--- src/rtl/pqmm_pkg.sv ---
package pqmm_pkg;

  // Fixed-point widths
  localparam int unsigned GAIN_W     = 24;
  localparam int unsigned ERR_W      = 16;
  localparam int unsigned ISUM_W     = 32;
  localparam int unsigned DIFF_W     = ERR_W + 1;
  localparam int unsigned PULSE_W    = 12;
  localparam int unsigned CFG_IDX_W  = 3;
  localparam int unsigned CFG_DATA_W = GAIN_W;
  localparam int unsigned PROD_P_W   = GAIN_W + ERR_W + 1;
  localparam int unsigned PROD_I_W   = GAIN_W + ISUM_W + 1;
  localparam int unsigned PROD_D_W   = GAIN_W + DIFF_W + 1;
  localparam int unsigned ACC_W      = PROD_I_W + 1;
  localparam int unsigned FRAC_SHIFT = 30;
  localparam int unsigned PTERM_W    = ACC_W - FRAC_SHIFT;
  localparam int unsigned MIX_W      = PTERM_W + 2;

  // Register reset values
  localparam logic [GAIN_W-1:0]  RST_PROP_GAIN  = 24'd32768;
  localparam logic [GAIN_W-1:0]  RST_INTEG_GAIN = 24'd2163;
  localparam logic [GAIN_W-1:0]  RST_DERIV_GAIN = 24'd3932160;
  localparam logic [PULSE_W-1:0] RST_PULSE_MIN  = 12'd1000;
  localparam logic [PULSE_W-1:0] RST_PULSE_MAX  = 12'd1500;

  // Configuration register indexes
  typedef enum logic [CFG_IDX_W-1:0] {
    REG_PROP_GAIN  = 3'd0,
    REG_INTEG_GAIN = 3'd1,
    REG_DERIV_GAIN = 3'd2,
    REG_PULSE_MIN  = 3'd3,
    REG_PULSE_MAX  = 3'd4
  } reg_idx_e;

  typedef struct packed {
    logic signed [ERR_W-1:0]   pitch_error;
    logic        [PULSE_W-1:0] throttle_us;
    logic signed [PULSE_W-1:0] roll_term;
    logic signed [PULSE_W-1:0] yaw_term;
  } in_item_t;

  typedef struct packed {
    logic [PULSE_W-1:0] motor_one;
    logic [PULSE_W-1:0] motor_two;
    logic [PULSE_W-1:0] motor_three;
    logic [PULSE_W-1:0] motor_four;
  } out_item_t;

  // Lower bound first, then upper bound
  function automatic logic [PULSE_W-1:0] clamp_pulse(
    input logic signed [MIX_W-1:0] v,
    input logic        [PULSE_W-1:0] lo,
    input logic        [PULSE_W-1:0] hi
  );
    logic signed [MIX_W-1:0] r;
    logic signed [MIX_W-1:0] lo_x;
    logic signed [MIX_W-1:0] hi_x;
    lo_x = $signed(MIX_W'(lo));
    hi_x = $signed(MIX_W'(hi));
    r    = v;
    if (r < lo_x) r = lo_x;
    if (r > hi_x) r = hi_x;
    return r[PULSE_W-1:0];
  endfunction

endpackage

--- src/rtl/pqmm_mix.sv ---
// Sums the three PID products, scales to microseconds and mixes the
// four motor pulse widths with clamping.
module pqmm_mix (
  input  logic signed [pqmm_pkg::PROD_P_W-1:0] prod_p_i,
  input  logic signed [pqmm_pkg::PROD_I_W-1:0] prod_i_i,
  input  logic signed [pqmm_pkg::PROD_D_W-1:0] prod_d_i,
  input  logic        [pqmm_pkg::PULSE_W-1:0]  throttle_i,
  input  logic signed [pqmm_pkg::PULSE_W-1:0]  roll_i,
  input  logic signed [pqmm_pkg::PULSE_W-1:0]  yaw_i,
  input  logic        [pqmm_pkg::PULSE_W-1:0]  pulse_min_i,
  input  logic        [pqmm_pkg::PULSE_W-1:0]  pulse_max_i,
  output pqmm_pkg::out_item_t                  motors_o
);

  logic signed [pqmm_pkg::ACC_W-1:0]   acc;
  logic signed [pqmm_pkg::PTERM_W-1:0] pterm;
  logic signed [pqmm_pkg::MIX_W-1:0]   thr_x, p_x, roll_x, yaw_x;
  logic signed [pqmm_pkg::MIX_W-1:0]   mix_one, mix_two, mix_three, mix_four;

  // Exact PID sum; arithmetic shift floors toward minus infinity
  assign acc = pqmm_pkg::ACC_W'(prod_p_i) + pqmm_pkg::ACC_W'(prod_i_i)
             + pqmm_pkg::ACC_W'(prod_d_i);
  assign pterm = acc[pqmm_pkg::ACC_W-1:pqmm_pkg::FRAC_SHIFT];

  assign thr_x  = $signed(pqmm_pkg::MIX_W'(throttle_i));
  assign p_x    = pqmm_pkg::MIX_W'(pterm);
  assign roll_x = pqmm_pkg::MIX_W'(roll_i);
  assign yaw_x  = pqmm_pkg::MIX_W'(yaw_i);

  // X-frame mix
  assign mix_one   = thr_x - p_x - roll_x - yaw_x;
  assign mix_two   = thr_x - p_x + roll_x + yaw_x;
  assign mix_three = thr_x + p_x + roll_x - yaw_x;
  assign mix_four  = thr_x + p_x - roll_x + yaw_x;

  assign motors_o.motor_one   = pqmm_pkg::clamp_pulse(mix_one,   pulse_min_i, pulse_max_i);
  assign motors_o.motor_two   = pqmm_pkg::clamp_pulse(mix_two,   pulse_min_i, pulse_max_i);
  assign motors_o.motor_three = pqmm_pkg::clamp_pulse(mix_three, pulse_min_i, pulse_max_i);
  assign motors_o.motor_four  = pqmm_pkg::clamp_pulse(mix_four,  pulse_min_i, pulse_max_i);

endmodule

--- config.mk ---
export PLATFORM = sky130hd
export DESIGN_NAME = pqmm_mix
export DESIGN_NICKNAME = d
export VERILOG_FILES = /design/src/rtl/pqmm_pkg.sv /design/src/rtl/pqmm_mix.sv
export SDC_FILE = /design/constraint.sdc
export NUM_CORES = 1
export LEC_CHECK = 0
export BUFFER_PORTS_ARGS = -buffer_cell sky130_fd_sc_hd__buf_2
export CAP_MARGIN = 20
export CORE_UTILIZATION = 40
export DETAILED_ROUTE_END_ITERATION = 7
export GPL_TIMING_DRIVEN = 1
export SLEW_MARGIN = 25
export SYNTH_ARGS = -nofsm -noshare
export SYNTH_HDL_FRONTEND = slang
export SYNTH_SLANG_ARGS = --single-unit
--- constraint.sdc ---
create_clock -name vclk -period 15.7
set_input_delay 1.57 -clock vclk [all_inputs]
set_output_delay 1.57 -clock vclk [all_outputs]
set_load 0.02 [all_outputs]
==> impl_metrics.env <==
export IMPL_worstPathArrival_ns=13.35
export IMPL_track_usage_pct=25.55
export IMPL_muxShareOfSynthArea_pct=5.788
export IMPL_yosysWarnings=0
export IMPL_start_kind="input pin"
export IMPL_yosysTopAreaCell="ha_1"
export IMPL_cp_end_kind="primary output"
export IMPL_synth_top_family_by_area="adder cells"
export IMPL_dr_max_layer_used="met4"
export IMPL_synthXorXnorAreaFrac_pct=7.173
export IMPL_drt_met1_wl_um=27750
export IMPL_synth_cell_area_um2=18070
export IMPL_syn_nets=2987
export IMPL_drt_initial_drc_count=951
export IMPL_nClkBuffers=0
export IMPL_ff_latch_area_um2=0
export IMPL_via_count=17690
export IMPL_relSlewSlack_pct=24.42
export IMPL_grt_overflow_total=0
export IMPL_yosys_cell_types_count=95
export IMPL_hp_start="pulse_max_i[11]"
export IMPL_antenna_found_initial=4
export IMPL_synth_compound_area_share_pct=23.24
export IMPL_worst_path_largest_cell_delay_ns=0.52
export IMPL_cp_max_fo=11
export IMPL_worstPathRequired_ns=14.13
export IMPL_route_detailed_drc=0
export IMPL_placedCellCount=3146
export IMPL_dp_hpwl_um=52890
export IMPL_critPathSlowestCell="fa_1"
export IMPL_initial_utilization_pct=40.69
export IMPL_route_met2_wl_um=29320
export IMPL_maxSlewViolCount=0
export IMPL_post_route_util_pct=46.09
export IMPL_tightest_slew_ns=1.123
export IMPL_startpoint="prod_p_i[3]"
export IMPL_hold_class="in2out"
export IMPL_seq_cell_count=0
export IMPL_status="complete, no violations"
export IMPL_ys_top_cells_by_area="ha_1, fa_1, a21oi_1"
export IMPL_hold_violations=0
export IMPL_syn_area_per_cell_um2=7.807
export IMPL_grt_max_degree=38
export IMPL_first_pass_iters=6
export IMPL_max_cap_violations=0
export IMPL_yosysSeqAreaShare_pct=0
export IMPL_die_area_um2=46030
export IMPL_yosys_top_cells_count="inv_1, ha_1, a21oi_1, fa_1"
export IMPL_postRouteAntennaNets=0
export IMPL_syn_instance_count=2315
export IMPL_grt_first_pass_wirelength_um=96080
export IMPL_wl_um=60020
export IMPL_drive_gt1_share_pct=15.53
export IMPL_rsz0062_at_grt="true"
export IMPL_synthAdderAreaFrac_pct=39.95
export IMPL_gp_congestion=0.9494
export IMPL_synth_simple_gate_area_share_pct=16.25
export IMPL_hold_buffers=0
export IMPL_routed_via_density=5.609
export IMPL_pin_count=248
export IMPL_wl_per_cell_um=19.03
export IMPL_synth_top_area_share_pct=20.56
export IMPL_critical_path_class="in2out"
export IMPL_fin_nets=3230
export IMPL_dr_wl_met3_um=1986
export IMPL_rows=77
export IMPL_finalSetupTns_ns=0
export IMPL_final_setup_viol_count=0
export IMPL_port_buffers=248
export IMPL_grt_pass1_vias=17920
export IMPL_die_h_um=214.6
export IMPL_layout_cells_non_filler=3154
export IMPL_coreArea_um2=44410
export IMPL_period_share_pct=95.03
export IMPL_die_w_um=214.6
export IMPL_timing_fmax_mhz=67.02
export IMPL_area_delta_synth_final_pct=13.27
export IMPL_yosysMostFrequentCell="inv_1"
export IMPL_period_needed_ns=14.92
-- per-stage QoR --
stage,setup WS (ns),hold WS (ns),instance area [um^2]
after floorplan,1.757,3.300,18070
after global placement,-0.07676,3.510,20190
after detailed placement,-0.2532,3.507,20190
after CTS,0.004557,3.515,20210
after global routing,-0.03197,3.538,20470
final,0.7800,3.515,20470
-- what timing repair did --
action / in CTS / in global routing
resized for setup: 5 / 43
setup buffers: 0 / 2
pin swaps: 0 / 5
endpoints found under the setup margin: 11 / 48
-- logic make-up after synthesis --
group | Yosys count
AO/OA/AOI/OAI | 658
XOR/XNOR | 148
adder cells (fa/ha/maj) | 472
buffers and inverters | 359
multiplexers | 92
AND/OR/NAND/NOR | 586
-- final timing paths --
| path | endpoint | slack [ns] | cells after the start |
|---|---|---|---|
| hold / removal | motors_o[11] | 3.51 | 3 |
| setup / recovery | motors_o[17] | 0.78 | 55 |
-- critical path, delay by kind of cell --
kind	cells	cell delay (ns)
compound gates	23	4.56
simple gates	14	2.88
fa+ha+maj	8	2.71
xor+xnor	3	0.62
buf+inv	7	1.00
-- routing by layer --
layer	up-vias	global-route usage, %
met4	0	4.452
met2	430	46.24
met5	-	0
li1	8647	-
met1	8570	33.99
met3	45	0.8511
-- layout by cell type (no fill, tap or decap), types with 10 or more instances in the layout --
cell,n
a21o_1,92
a21oi_1,227
a31oi_1,18
and2_1,13
and3_1,18
buf_2,248
buf_4,41
fa_1,175
ha_1,291
inv_1,303
mux2_1,29
mux2_2,31
mux2_4,10
mux2i_1,22
nand2_1,142
nand2b_1,25
nand3_1,52
nand4_1,47
nor2_1,142
nor2b_1,32
nor3_1,36
nor4_1,15
o211ai_1,11
o21a_1,22
o21ai_0,102
o21ai_1,25
o21bai_1,28
or3_1,18
xnor2_1,94
xor2_1,43
-- area by class of cell --
| class | count | area, um^2 |
|---|---|---|
| fillers | 4510 | 23940 |
| multi-input cells | 1956 | 16950 |
| repair buffers | 293 | 1612 |
| inverters | 307 | 1156 |
| well taps | 592 | 740.7 |
| diodes | 6 | 15.01 |
Power is left out: the tool's default activity adds up to more than one toggle a clock period on the data nets, which glitch-free logic cannot reach.
